==> src/rtl/sobel_gradient_3x3_assert.svh <==
// Assertion shorthands used by sobel_gradient_3x3.sv. Each expects clk and rst_n in scope.
`ifndef SOBEL_GRADIENT_3X3_ASSERT_SVH
`define SOBEL_GRADIENT_3X3_ASSERT_SVH

// Same-cycle implication, checked out of reset
`define SG_ASSERT_NOW(label, ante, cons, msg) \
  label: assert property (@(posedge clk) disable iff (!rst_n) (ante) |-> (cons)) \
    else $error(msg);

// Next-cycle implication, checked out of reset
`define SG_ASSERT_NEXT(label, ante, cons, msg) \
  label: assert property (@(posedge clk) disable iff (!rst_n) (ante) |=> (cons)) \
    else $error(msg);

`endif

==> src/rtl/sg_pkg.sv <==
`default_nettype none

package sg_pkg;

  // Pixel and result widths
  localparam int PIX_W  = 12;
  localparam int SUM_W  = 14;  // t + 2m + b, unsigned
  localparam int DIFF_W = 13;  // b - t, signed
  localparam int GRAD_W = 15;

  // Line length and frame height limits
  localparam int MAX_WIDTH  = 1024;
  localparam int MAX_HEIGHT = 4096;
  localparam int COL_W      = $clog2(MAX_WIDTH);
  localparam int EFFW_W     = COL_W + 1;
  localparam int ROW_W      = $clog2(MAX_HEIGHT);
  localparam int EFFH_W     = ROW_W + 1;
  localparam int MIN_SIZE   = 3;
  localparam int WIN_EDGE   = 2;  // first column / row with a full window

  // Configuration registers
  localparam int CFG_WIDTH_W  = 11;
  localparam int CFG_HEIGHT_W = 13;
  localparam int CFG_DATA_W   = 13;
  localparam int CFG_IDX_W    = 2;
  localparam int CMPW_W = (CFG_WIDTH_W > EFFW_W) ? CFG_WIDTH_W : EFFW_W;

  localparam logic [CFG_IDX_W-1:0] CFG_IMAGE_WIDTH  = 2'd0;
  localparam logic [CFG_IDX_W-1:0] CFG_IMAGE_HEIGHT = 2'd1;

  localparam logic [CFG_WIDTH_W-1:0]  WIDTH_RST  = 11'd640;
  localparam logic [CFG_HEIGHT_W-1:0] HEIGHT_RST = 13'd480;

  // One window column, top to bottom
  typedef struct packed {
    logic [PIX_W-1:0] top;
    logic [PIX_W-1:0] mid;
    logic [PIX_W-1:0] bot;
  } col_t;

endpackage

`default_nettype wire

==> src/rtl/sg_cell.sv <==
`default_nettype none

module sg_cell (
  input  wire logic                            clk,
  input  wire logic                            en,
  input  wire sg_pkg::col_t                    col_in,
  output sg_pkg::col_t                         col_out,
  output logic        [sg_pkg::SUM_W-1:0]      smooth,
  output logic signed [sg_pkg::DIFF_W-1:0]     diff
);

  sg_pkg::col_t                       col_r;
  logic        [sg_pkg::SUM_W-1:0]    smooth_r;
  logic        [sg_pkg::SUM_W-1:0]    smooth_nxt;
  logic signed [sg_pkg::DIFF_W-1:0]   diff_r;
  logic signed [sg_pkg::DIFF_W-1:0]   diff_nxt;

  // Vertical smoothing (1,2,1) and vertical difference of the incoming column
  always_comb begin
    smooth_nxt = sg_pkg::SUM_W'(col_in.top)
               + {1'b0, col_in.mid, 1'b0}
               + sg_pkg::SUM_W'(col_in.bot);
    diff_nxt   = $signed({1'b0, col_in.bot}) - $signed({1'b0, col_in.top});
  end

  // Column moves one cell left on every window shift
  always_ff @(posedge clk) begin
    if (en) begin
      col_r    <= col_in;
      smooth_r <= smooth_nxt;
      diff_r   <= diff_nxt;
    end
  end

  assign col_out = col_r;
  assign smooth  = smooth_r;
  assign diff    = diff_r;

endmodule

`default_nettype wire

==> config.mk <==
export PLATFORM = sky130hd
export DESIGN_NAME = sg_cell
export DESIGN_NICKNAME = d
export VERILOG_FILES = /design/src/rtl/sobel_gradient_3x3_assert.svh /design/src/rtl/sg_pkg.sv /design/src/rtl/sg_cell.sv
export SDC_FILE = /design/constraint.sdc
export NUM_CORES = 1
export LEC_CHECK = 0
export ABC_AREA = 1
export BUFFER_PORTS_ARGS = -buffer_cell sky130_fd_sc_hd__buf_2
export CAP_MARGIN = 20
export CORE_ASPECT_RATIO = 0.7
export CORE_UTILIZATION = 56
export DETAILED_ROUTE_END_ITERATION = 12
export PLACE_DENSITY_LB_ADDON = 0.2
export SLEW_MARGIN = 10
export SYNTH_ARGS = -nofsm -noshare
export SYNTH_HDL_FRONTEND = slang
export SYNTH_SLANG_ARGS = --single-unit
==> constraint.sdc <==
create_clock -name clk -period 4.9 [get_ports clk]
set_input_delay 0.98 -clock clk [delete_from_list [all_inputs] [get_ports clk]]
set_output_delay 0.98 -clock clk [all_outputs]
set_load 0.02 [all_outputs]
### After elaboration in Yosys (flattened, before gate mapping)

Cells that the tools add are included.

* RAM bits: 0
* latch bits: 0
* bits in registers: 63
* memories kept: 0
* memory bits (read-only): 0
* input bits: 38

* equal/unequal tests: 0
* reductions and logical operators: 0
* order comparisons: 0
* shifts and indexed selects: 0
* bitwise gates (word level): 0
* mux-type cells: 0
* divide/modulo/power cells: 0
* $add $sub $neg: 3
* $mul: 0

Operators by type and width (number)
* 12-bit by 13-bit adder with 14-bit output: 1
* 14-bit by 12-bit adder with 14-bit output: 1
* 12-bit by 12-bit subtractor with 13-bit output: 1

### Longest topological paths before layout

Gate-level depths: netlist (run 1).

* word-level depth: 2
* gate-level depth with buffers: 12
* depth with buffers taken out: 12

### Least setup slack after synthesis (run 1)

Ideal clock, no wire load.

* path type: in2reg
* start: in col_in[1] in the netlist's numbering
* end: reg smooth_r (netlist bit smooth[7]), data pin
* cell stages on the path: 10
* path slack: 1950 ps
* path buffers: 0
* setup time: 260 ps
* arrival time: 2690 ps
* path through: inv_1 -> fa_1 -> inv_1 -> ha_1 -> fa_1 -> nand3_1 -> nand3_1 -> nand2_1 -> nand2_1 -> xor2_1

* longest elaborated chain between the ends: 1

Ends and longest elaborated chain
* from (decl): RTL line sg_cell.sv:6 `input wire sg_pkg::col_t col_in,`
* 14-bit by 12-bit adder with 14-bit output: RTL line sg_cell.sv:22 `+ sg_pkg::SUM_W'(col_in.bot);`
* net smooth_nxt (one bit): RTL line sg_cell.sv:14 `logic [sg_pkg::SUM_W-1:0] smooth_nxt;`
* to (signal assigned): RTL line sg_cell.sv:30 `smooth_r <= smooth_nxt;`
* to (decl): RTL line sg_cell.sv:13 `logic [sg_pkg::SUM_W-1:0] smooth_r;`

The timed path passes the listed nets, and every way through them passes these cells.
A chain may end at the register's enable or synchronous reset.

### Final worst setup path (run 1)

* start: in col_in[1] in the netlist's numbering
* end: reg smooth_r (netlist bit smooth[13]), data pin

The elaborated chain is that of the path after synthesis.

==> results.sh, run 1 <==
export IMPL_slew_headroom_pct=48.61
export IMPL_finalMaxSlewViolations=0
export IMPL_design_area_um2=4263
export IMPL_synth_cells=343
export IMPL_fin_nets=530
export IMPL_drt_iter0_markers=150
export IMPL_die_w_um=96.32
export IMPL_synth_cell_types=20
export IMPL_antenna_found_initial=0
export IMPL_yosysSeqAreaShare_pct=53.39
export IMPL_ant_nets=0
export IMPL_postCtsSetupBuffers=0
export IMPL_dp_cells=518
export IMPL_grt_pass1_wl_um=11520
export IMPL_grt_pass1_vias=2512
export IMPL_layout_common_cells="nand2_1, buf_2, inv_1, edfxtp_1, ha_1"
export IMPL_worst_pin_slew_ns=0.7709
export IMPL_post_drt_via_cell_ratio=5.015
export IMPL_cts_tree="done"
export IMPL_die_h_um=68.02
export IMPL_critPathRequiredTime_ns=4.99
export IMPL_vias=2678
export IMPL_wl_per_cell_um=13.67
export IMPL_vdd_drop_max_v=0.0002311
export IMPL_p_per_area_nw_per_um2=369.3
export IMPL_hold_ws_ns=0.8325
export IMPL_cts_buffers_inserted=9
export IMPL_worstHoldPathType="input port to flip-flop"
export IMPL_grt_max_degree=63
export IMPL_final_cells=534
export IMPL_avgSynthCellArea_um2=10.17
export IMPL_grt_usage_pct=24.59
export IMPL_io_buffers=100
export IMPL_area_growth_pct=22.25
export IMPL_dieArea_um2=6551
export IMPL_crit_arrival_ns=2.99
export IMPL_min_period_over_period_pct=59.31
export IMPL_cts_root_buf="clkbuf_8"
export IMPL_firstDrtPassIters=5
export IMPL_hpwl_um=5690
export IMPL_layout_drive_gt1_share_pct=25.27
export IMPL_hold_violations=0
export IMPL_antennaDiodeCount=0
export IMPL_finalSetupViolations=0
export IMPL_synthTopCellsByArea="edfxtp_1, nand2_1, ha_1, fa_1, inv_1"
export IMPL_min_period_ns=2.906
export IMPL_crit_fanout=3
export IMPL_fin_tns_setup_ns=0
export IMPL_drt_total_wl_um=7299
export IMPL_clock_sinks=62
export IMPL_layout_commonest_cell="nand2_1"
export IMPL_final_util_pct=72.61
export IMPL_clk_pin_slew_worst_paths_ns=0.07
export IMPL_synth_nets=419
export IMPL_h_tree_depth=3
export IMPL_end_kind="flip-flop"
export IMPL_place_congestion=0.8539
export IMPL_syn_area_um2=3487
export IMPL_cts_resized_gates=0
export IMPL_pin_count=101
export IMPL_ctsHoldBuffers=0
export IMPL_drc=0
export IMPL_fmax_ghz=0.3441
export IMPL_crit_type="input port to flip-flop"
export IMPL_ys_ff_latch=62
export IMPL_rsz0062_at_grt="no"
export IMPL_leakagePower_nw=2.153
export IMPL_synth_warning_count=0
export IMPL_initial_utilization_pct=59.40
export IMPL_critPathLaunchType="input port"
export IMPL_outcome="finished, final reports clean"
export IMPL_place_area_um2=4081
export IMPL_rows=23
export IMPL_clock_path_buffers=2
export IMPL_synth_top_cell_area_share_pct=53.39
export IMPL_grt_overflow=0
export IMPL_core_area_um2=5871
export IMPL_synth_top_cell_by_area="edfxtp_1"
export IMPL_drv_cap=0
==> stage by stage <==
step,setup WS (ns),power [mW]
3_3_place_gp,1.682,1.150
4_1_cts,2.021,1.582
6_report,1.994,1.574
2_1_floorplan,1.950,1.006
3_5_place_dp,1.690,1.160
5_1_grt,1.865,1.656
==> registers in the layout (all words and copies together), names as in the netlist <==
register,flops
smooth,14
diff,12
col_out,36
==> power breakdown <==
group	internal (mW)	switching (mW)	leakage (nW)
Clock	0.231	0.188	0.0884
Sequential	0.673	0.0163	0.607
Combinational	0.160	0.307	1.46
==> routing by layer <==
| metal | global-route usage (%) | share of wire (%) | vias up |
|---|---|---|---|
| met1 | 32.21 | 43 | 1226 |
| met2 | 39.54 | 47 | 107 |
| li1 | - | - | 1338 |
| met5 | 0 | 0 | - |
| met3 | 8.444 | 9.4 | 7 |
| met4 | 6.618 | 0.93 | 0 |
==> cell families (layout without fill, tap and decap cells) <==
logic type      after synthesis  after routing  synth area share [%]
compound gates               12             12                 1.794
xor+xnor                     12             12                 3.014
fa+ha+maj                    38             38                 16.43
buf+inv                      64            180                 6.997
flops                        62             62                 53.39
simple gates                155            155                 18.37
==> area by class of cell <==
class                           count  area [um^2]
Sequential cell                    62         1862
Tap cell                           75        93.84
Multi-Input combinational cell    217         1381
Inverter                           63        236.5
Timing Repair Buffer              101        508.0
Fill cell                         452         1608
Clock inverter                      5        50.05
Clock buffer                       11        131.4
==> final timing paths <==
kind	startpoint	to	cells past startpoint
setup / recovery	col_in[1]	smooth[13]$_DFFE_PP_	12
hold / removal	col_in[12]	col_out[12]$_DFFE_PP_	1
==> cells in the mapped netlist <==
master    number
nor2_1        16
nand3b_1       1
o21bai_1       1
xor2_1        10
nand3_1       20
nor2_2         2
a21oi_1       10
fa_1          13
nand4_1        7
xnor2_1        2
o21ai_1        1
ha_1          25
inv_1         62
edfxtp_1      62
nand2_2        1
nand2_1      105
buf_4          1
or2_1          1
clkinv_1       1
nor3_1         2
==> critical path: stages <==
cell	delay, ns
buf_2	0.10
inv_1	0.08
fa_1	0.57
inv_1	0.05
ha_1	0.24
fa_1	0.44
nand3_1	0.11
nand3_1	0.12
nand4_1	0.12
nand2_1	0.08
nand2_1	0.06
nand2_1	0.04
No activity file was read; power rests on OpenSTA's default activity.
==> run 2, diff against run 1 <==
--- a/config.mk
+++ b/config.mk
@@ -5,11 +5,11 @@
 export SDC_FILE = /design/constraint.sdc
 export NUM_CORES = 1
 export LEC_CHECK = 0
-export ABC_AREA = 1
+export ABC_AREA = 0
 export BUFFER_PORTS_ARGS = -buffer_cell sky130_fd_sc_hd__buf_2
 export CAP_MARGIN = 20
 export CORE_ASPECT_RATIO = 0.7
-export CORE_UTILIZATION = 56
+export CORE_UTILIZATION = 51
 export DETAILED_ROUTE_END_ITERATION = 12
 export PLACE_DENSITY_LB_ADDON = 0.2
 export SLEW_MARGIN = 10
==> constraint.sdc (replaced) <==
create_clock -name clk -period 2.88 [get_ports clk]
set_input_delay 0.576 -clock clk [delete_from_list [all_inputs] [get_ports clk]]
set_output_delay 0.576 -clock clk [all_outputs]
set_load 0.02 [all_outputs]
==> run 2 against run 1 <==
Setup slack got worse by 1.9 ns. Critical path depth fell by 1. Final area fell by 4.8%. Non-clock buffer count is 8 higher. First-iteration DRC count down 18%. Combinational power is 65% higher. Count of clock-buffer cells in the layout unchanged.
==> results.sh, run 2 <==
export IMPL_wl_per_cell_um=14.97
export IMPL_path_buf_inv=3
export IMPL_vdd_drop_max_v=0.0003922
export IMPL_cpPeakStageDelay_ns=0.54
export IMPL_min_period_over_period_pct=95.25
export IMPL_drt_total_wl_um=6421
export IMPL_slowest_stage="fa_1"
export IMPL_hold_ws_ns=0.4338
export IMPL_path_depth=11
export IMPL_vias=2210
export IMPL_finalMaxSlewViolations=0
export IMPL_final_cells=429
export IMPL_ctsHoldBuffers=0
export IMPL_avgSynthCellArea_um2=14.01
export IMPL_critPathLaunchType="input port"
export IMPL_grt_usage_pct=20.71
export IMPL_hpwl_um=4897
export IMPL_async_flop_share_pct=0
export IMPL_power_frac_seq_pct=45.7
export IMPL_swShare_pct=31.81
export IMPL_dieArea_um2=6645
export IMPL_p_int_mw=1.757
export IMPL_antenna_found_initial=0
export IMPL_cpLargestDelayFamily="adder cells"
export IMPL_leakagePower_nw=1.814
export IMPL_crit_end="smooth[13]$_DFFE_PP_"
export IMPL_p_clk_share_pct=24.4
export IMPL_synth_warning_count=0
export IMPL_drt_iter0_markers=123
export IMPL_grt_max_degree=35
export IMPL_startpoint="col_in[1]"
export IMPL_cts_root_buf="clkbuf_8"
export IMPL_cts_tree="done"
export IMPL_initial_utilization_pct=54.61
export IMPL_antennaDiodeCount=0
export IMPL_ant_nets=0
export IMPL_fillers=447
export IMPL_synth_top_cell_by_area="edfxtp_1"
export IMPL_largest_register_ffs=36
export IMPL_worst_pin_slew_ns=0.6782
export IMPL_layout_drive_gt1_share_pct=36.16
export IMPL_worstHoldPathType="input port to flip-flop"
export IMPL_slew_headroom_pct=54.79
export IMPL_synth_most_common_cell="edfxtp_1"
export IMPL_crit_type="input port to flip-flop"
export IMPL_layout_commonest_cell="buf_2"
export IMPL_end_kind="flip-flop"
export IMPL_clock_sinks=62
export IMPL_rows=23
export IMPL_clock_path_buffers=2
export IMPL_grt_pass1_vias=2126
export IMPL_min_period_ns=2.743
export IMPL_crit_arrival_ns=2.84
export IMPL_synth_edf_count=62
export IMPL_yosysSeqAreaShare_pct=57.79
export IMPL_fmax_ghz=0.3645
export IMPL_fin_nets=425
export IMPL_drc=0
export IMPL_die_h_um=68.50
export IMPL_synth_top_cell_area_share_pct=57.79
export IMPL_crit_top_cell="inv_1"
export IMPL_ys_ff_latch=62
export IMPL_synth_cells=230
export IMPL_firstDrtPassIters=4
export IMPL_crit_fanout=4
export IMPL_area_growth_pct=25.94
export IMPL_synthTopCellsByArea="edfxtp_1, ha_1, fa_1, xnor2_1, inv_1"
export IMPL_hold_violations=0
export IMPL_finalSetupViolations=0
export IMPL_syn_area_um2=3222
export IMPL_clk_pin_slew_worst_paths_ns=0.07
export IMPL_power_switching_uw=819.4
export IMPL_post_drt_via_cell_ratio=5.152
export IMPL_critPathRequiredTime_ns=2.98
export IMPL_synth_cell_types=37
export IMPL_comb_power_share_pct=29.9
export IMPL_io_buffers=100
export IMPL_grt_pass1_wl_um=10220
export IMPL_pin_count=101
export IMPL_place_congestion=0.8025
export IMPL_rsz0062_at_grt="no"
export IMPL_layout_common_cells="buf_2, edfxtp_1, ha_1, inv_1, a21oi_1"
export IMPL_h_tree_depth=3
export IMPL_outcome="finished, final reports clean"
export IMPL_drv_cap=0
export IMPL_crit_path_cell_trace="buf_2 > inv_1 > fa_1 > inv_1 > ha_1 > fa_2 > a211oi_2 > o21bai_1 > a21oi_2 > o211ai_1 > a31o_2"
export IMPL_p_per_area_nw_per_um2=634.9
export IMPL_dp_cells=412
export IMPL_synth_commonest_cells="edfxtp_1, ha_1, inv_1, a21oi_1, fa_1"
export IMPL_core_area_um2=5899
export IMPL_grt_overflow=0
export IMPL_cts_buffers_inserted=9
export IMPL_die_w_um=97
export IMPL_ys_flop_type="edfxtp_1"
export IMPL_synth_nets=306
-- run 2: cell count changes after synthesis, sizes merged, moves of 6 or more --
cell   delta
a21o      +7
inv      -42
nand2    -98
nand3    -17
nand4     -6
nor2      -9
o21ai    +10
xnor2     +9
-- run 2: through the flow --
stage	setup WS (ns)	instance area (um^2)	utilization, %	power (mW)	setup TNS [ns]
floorplan	0.009499	3228	-	1.690	0
global placement	-0.2289	3887	65.90	1.939	-0.6176
detailed placement	-0.2438	3887	65.90	1.952	-0.6611
CTS	0.1218	4045	68.57	2.594	0
global route	0.01257	4058	68.78	2.721	0
finish	0.1368	4058	68.78	2.576	0
-- run 2: worst min-delay path by stage --
stage,to,slack [ns],start,depth (start not counted)
CTS,col_out[12]$_DFFE_PP_,0.41,col_in[12],1
floorplan,col_out[0]$_DFFE_PP_,0.67,col_in[0],0
detailed placement,col_out[12]$_DFFE_PP_,0.78,col_in[12],1
finish,col_out[12]$_DFFE_PP_,0.43,col_in[12],1
global route,col_out[23]$_DFFE_PP_,0.41,col_in[23],1
global placement,col_out[12]$_DFFE_PP_,0.77,col_in[12],1
-- run 2: cell families (layout without fill, tap and decap cells) --
kind of cell               count (synthesis)  count (layout)  synth area share [%]
adders and majority gates                 38              38                 17.79
buffers and inverters                     21             145                 2.563
DFF                                       62              62                 57.79
and+or+nand+nor                           37              37                 5.981
AOI/OAI and AO/OA                         54              54                 10.99
xor gates and xnor gates                  18              18                 4.893
-- run 2: power groups by stage --
stage	sequential, mW	combinational, mW	clock [mW]
after floorplan	1.36	0.331	0
after global placement	1.20	0.743	0
after detailed placement	1.20	0.757	0
after CTS	1.18	0.763	0.653
after global routing	1.19	0.843	0.687
final	1.18	0.770	0.628
-- run 2: final cells by class --
class	instances	area, um^2	share of cell area, %
clock buffers	11	131.4	3.238
well taps	75	93.84	2.313
clock inverters	5	26.28	0.6475
multi-input cells	147	1289	31.76
repair buffers	109	580.6	14.31
flip-flops and latches	62	1862	45.88
inverters	20	75.07	1.850
-- run 2: per-layer routing --
layer	part of all wire (%)	global-route usage, %
met1	49	28.09
met3	7.3	8.770
met2	43	30.37
met5	0	0
met4	0.79	6.716
-- run 2: repair_timing --
item	4_1_cts	5_1_grt
endpoints found under the setup margin	0	1
hold endpoints to repair	0	0
resized for setup	0	1
setup buffers	0	1
==> run 3, diff against run 2 <==
--- a/config.mk
+++ b/config.mk
@@ -6,10 +6,13 @@
 export NUM_CORES = 1
 export LEC_CHECK = 0
 export ABC_AREA = 0
+export ABC_CLOCK_PERIOD_IN_PS = 2880
 export BUFFER_PORTS_ARGS = -buffer_cell sky130_fd_sc_hd__buf_2
 export CAP_MARGIN = 20
 export CORE_ASPECT_RATIO = 0.7
+export CORE_MARGIN = 4
 export CORE_UTILIZATION = 51
+export CTS_BUF_LIST = sky130_fd_sc_hd__clkbuf_4 sky130_fd_sc_hd__clkbuf_8 sky130_fd_sc_hd__clkbuf_16
 export DETAILED_ROUTE_END_ITERATION = 12
 export PLACE_DENSITY_LB_ADDON = 0.2
 export SLEW_MARGIN = 10
==> run 3 against run 2 <==
First-iteration DRC count up 2.4%. Flip-flop and latch count did not move. Final area is 0.31% higher. Wire length is 2.6% higher. Critical path depth did not move. Largest cell class unchanged.
==> results.sh, run 3 (synthesized netlist as in run 2, its figures left out) <==
export IMPL_io_buffers=100
export IMPL_grt_pass1_vias=2113
export IMPL_layout_commonest_cell="buf_2"
export IMPL_setup_ws_ns=0.1469
export IMPL_core_area_um2=5928
export IMPL_h_tree_depth=3
export IMPL_crit_arrival_ns=2.82
export IMPL_clock_sinks=62
export IMPL_fin_nets=424
export IMPL_largest_register_ffs=36
export IMPL_post_drt_via_cell_ratio=5.211
export IMPL_die_w_um=103
export IMPL_pin_count=101
export IMPL_vdd_drop_max_v=0.0003595
export IMPL_rsz0062_at_grt="no"
export IMPL_fin_tns_setup_ns=0
export IMPL_fmax_ghz=0.3659
export IMPL_min_period_over_period_pct=94.90
export IMPL_fillers=449
export IMPL_area_growth_pct=26.33
export IMPL_grt_max_degree=34
export IMPL_antenna_found_initial=0
export IMPL_finalMaxSlewViolations=0
export IMPL_worstHoldPathType="input port to flip-flop"
export IMPL_whs_path_depth=1
export IMPL_register_area_um2=1862
export IMPL_firstDrtPassIters=4
export IMPL_worst_pin_slew_ns=0.6964
export IMPL_leakagePower_nw=1.816
export IMPL_initial_utilization_pct=54.35
export IMPL_critPathRequiredTime_ns=2.97
export IMPL_cts_tree="done"
export IMPL_hpwl_um=5180
export IMPL_slew_headroom_pct=53.57
export IMPL_multiInputGateArea_um2=1289
export IMPL_vias=2225
export IMPL_hold_violations=0
export IMPL_ant_nets=0
export IMPL_layout_drive_gt1_share_pct=35.80
export IMPL_drt_total_wl_um=6587
export IMPL_outcome="finished, final reports clean"
export IMPL_post_place_ws_ns=-0.2158
export IMPL_min_period_ns=2.733
export IMPL_rows=23
export IMPL_antennaDiodeCount=0
export IMPL_critPathLaunchType="input port"
export IMPL_grt_usage_pct=18.05
export IMPL_hold_ws_ns=0.4400
export IMPL_die_h_um=74.50
export IMPL_postCtsSetupBuffers=0
export IMPL_grt_overflow=0
export IMPL_layout_common_cells="buf_2, edfxtp_1, ha_1, inv_1, a21oi_1"
export IMPL_crit_fanout=4
export IMPL_wl_per_cell_um=15.43
export IMPL_p_per_area_nw_per_um2=650.8
export IMPL_dieArea_um2=7674
export IMPL_end_kind="flip-flop"
export IMPL_clock_path_buffers=2
export IMPL_drt_iter0_markers=126
export IMPL_cts_buffers_inserted=9
export IMPL_final_util_pct=68.66
export IMPL_cts_root_buf="clkbuf_8"
export IMPL_drv_cap=0
export IMPL_hp_start="col_in[12]"
export IMPL_drc=0
export IMPL_crit_type="input port to flip-flop"
export IMPL_grt_pass1_wl_um=10290
export IMPL_clk_pin_slew_worst_paths_ns=0.07
export IMPL_place_congestion=0.8867
export IMPL_hold_end="col_out[12]$_DFFE_PP_"
export IMPL_finalSetupViolations=0
[run 3: cell types whose count changed in the layout (fill, tap and decap cells not counted)]
cell / change
clkbuf_1: -2
clkinv_1: +2
clkinv_2: -2
buf_4: -1
bufinv_16: +1
[run 3: layout make-up]
type | instances | share of cell area (%)
clock buffers | 9 | 3.043
clock inverters | 6 | 1.322
inverters | 20 | 1.844
multi-input cells | 147 | 31.66
flip-flops and latches | 62 | 45.74
well taps | 75 | 2.306
repair buffers | 108 | 14.08
[run 3: critical path, stage by stage]
cell and delay, ns:
buf_2 0.09, inv_1 0.06, fa_1 0.54, inv_1 0.04, ha_1 0.23, fa_2 0.37, a211oi_2 0.22, o21bai_1 0.11
a21oi_2 0.21, o211ai_1 0.11, a31o_2 0.25
[run 3: worst max-delay path by stage]
| stage | startpoint | endpoint | slack, ns | depth (start not counted) |
|---|---|---|---|---|
| floorplan | col_in[1] | smooth[13]$_DFFE_PP_ | 0.009 | 10 |
| global placement | col_in[1] | smooth[13]$_DFFE_PP_ | -0.21 | 11 |
| detailed placement | col_in[1] | smooth[13]$_DFFE_PP_ | -0.22 | 11 |
| CTS | col_in[1] | smooth[13]$_DFFE_PP_ | 0.13 | 11 |
| global route | col_in[1] | smooth[13]$_DFFE_PP_ | 0.02 | 11 |
| finish | col_in[1] | smooth[13]$_DFFE_PP_ | 0.15 | 11 |
[run 3: what timing repair did]
| action | CTS | global route |
|---|---|---|
| gates resized for setup | 0 | 1 |
| hold endpoints to repair | 0 | 0 |
| setup endpoints to repair | 0 | 1 |
| hold buffers | 0 | 0 |
[run 3: power breakdown]
part / switching (mW) / total [mW] / internal (mW)
Clock: 0.317 / 0.701 / 0.384
Combinational: 0.469 / 0.768 / 0.300
Sequential: 0.0288 / 1.18 / 1.15
[run 3: per-stage QoR]
| step | area (um^2) | total power [mW] | std cells |
|---|---|---|---|
| after floorplan | 3228 | 1.690 | 230 |
| after global placement | 3887 | 1.947 | 412 |
| after detailed placement | 3887 | 1.962 | 412 |
| after CTS | 4065 | 2.673 | 427 |
| after global routing | 4070 | 2.798 | 427 |
| final | 4070 | 2.649 | 427 |
[run 3: routing by layer]
layer	part of all wire, %	wire length [um]	up-vias	track usage, %
li1	-	-	1091	-
met1	47	3128	1065	25.66
met2	44	2881	63	25.87
met3	7.8	514	6	6.842
met4	0.96	63	0	5.603
met5	0	0	-	0
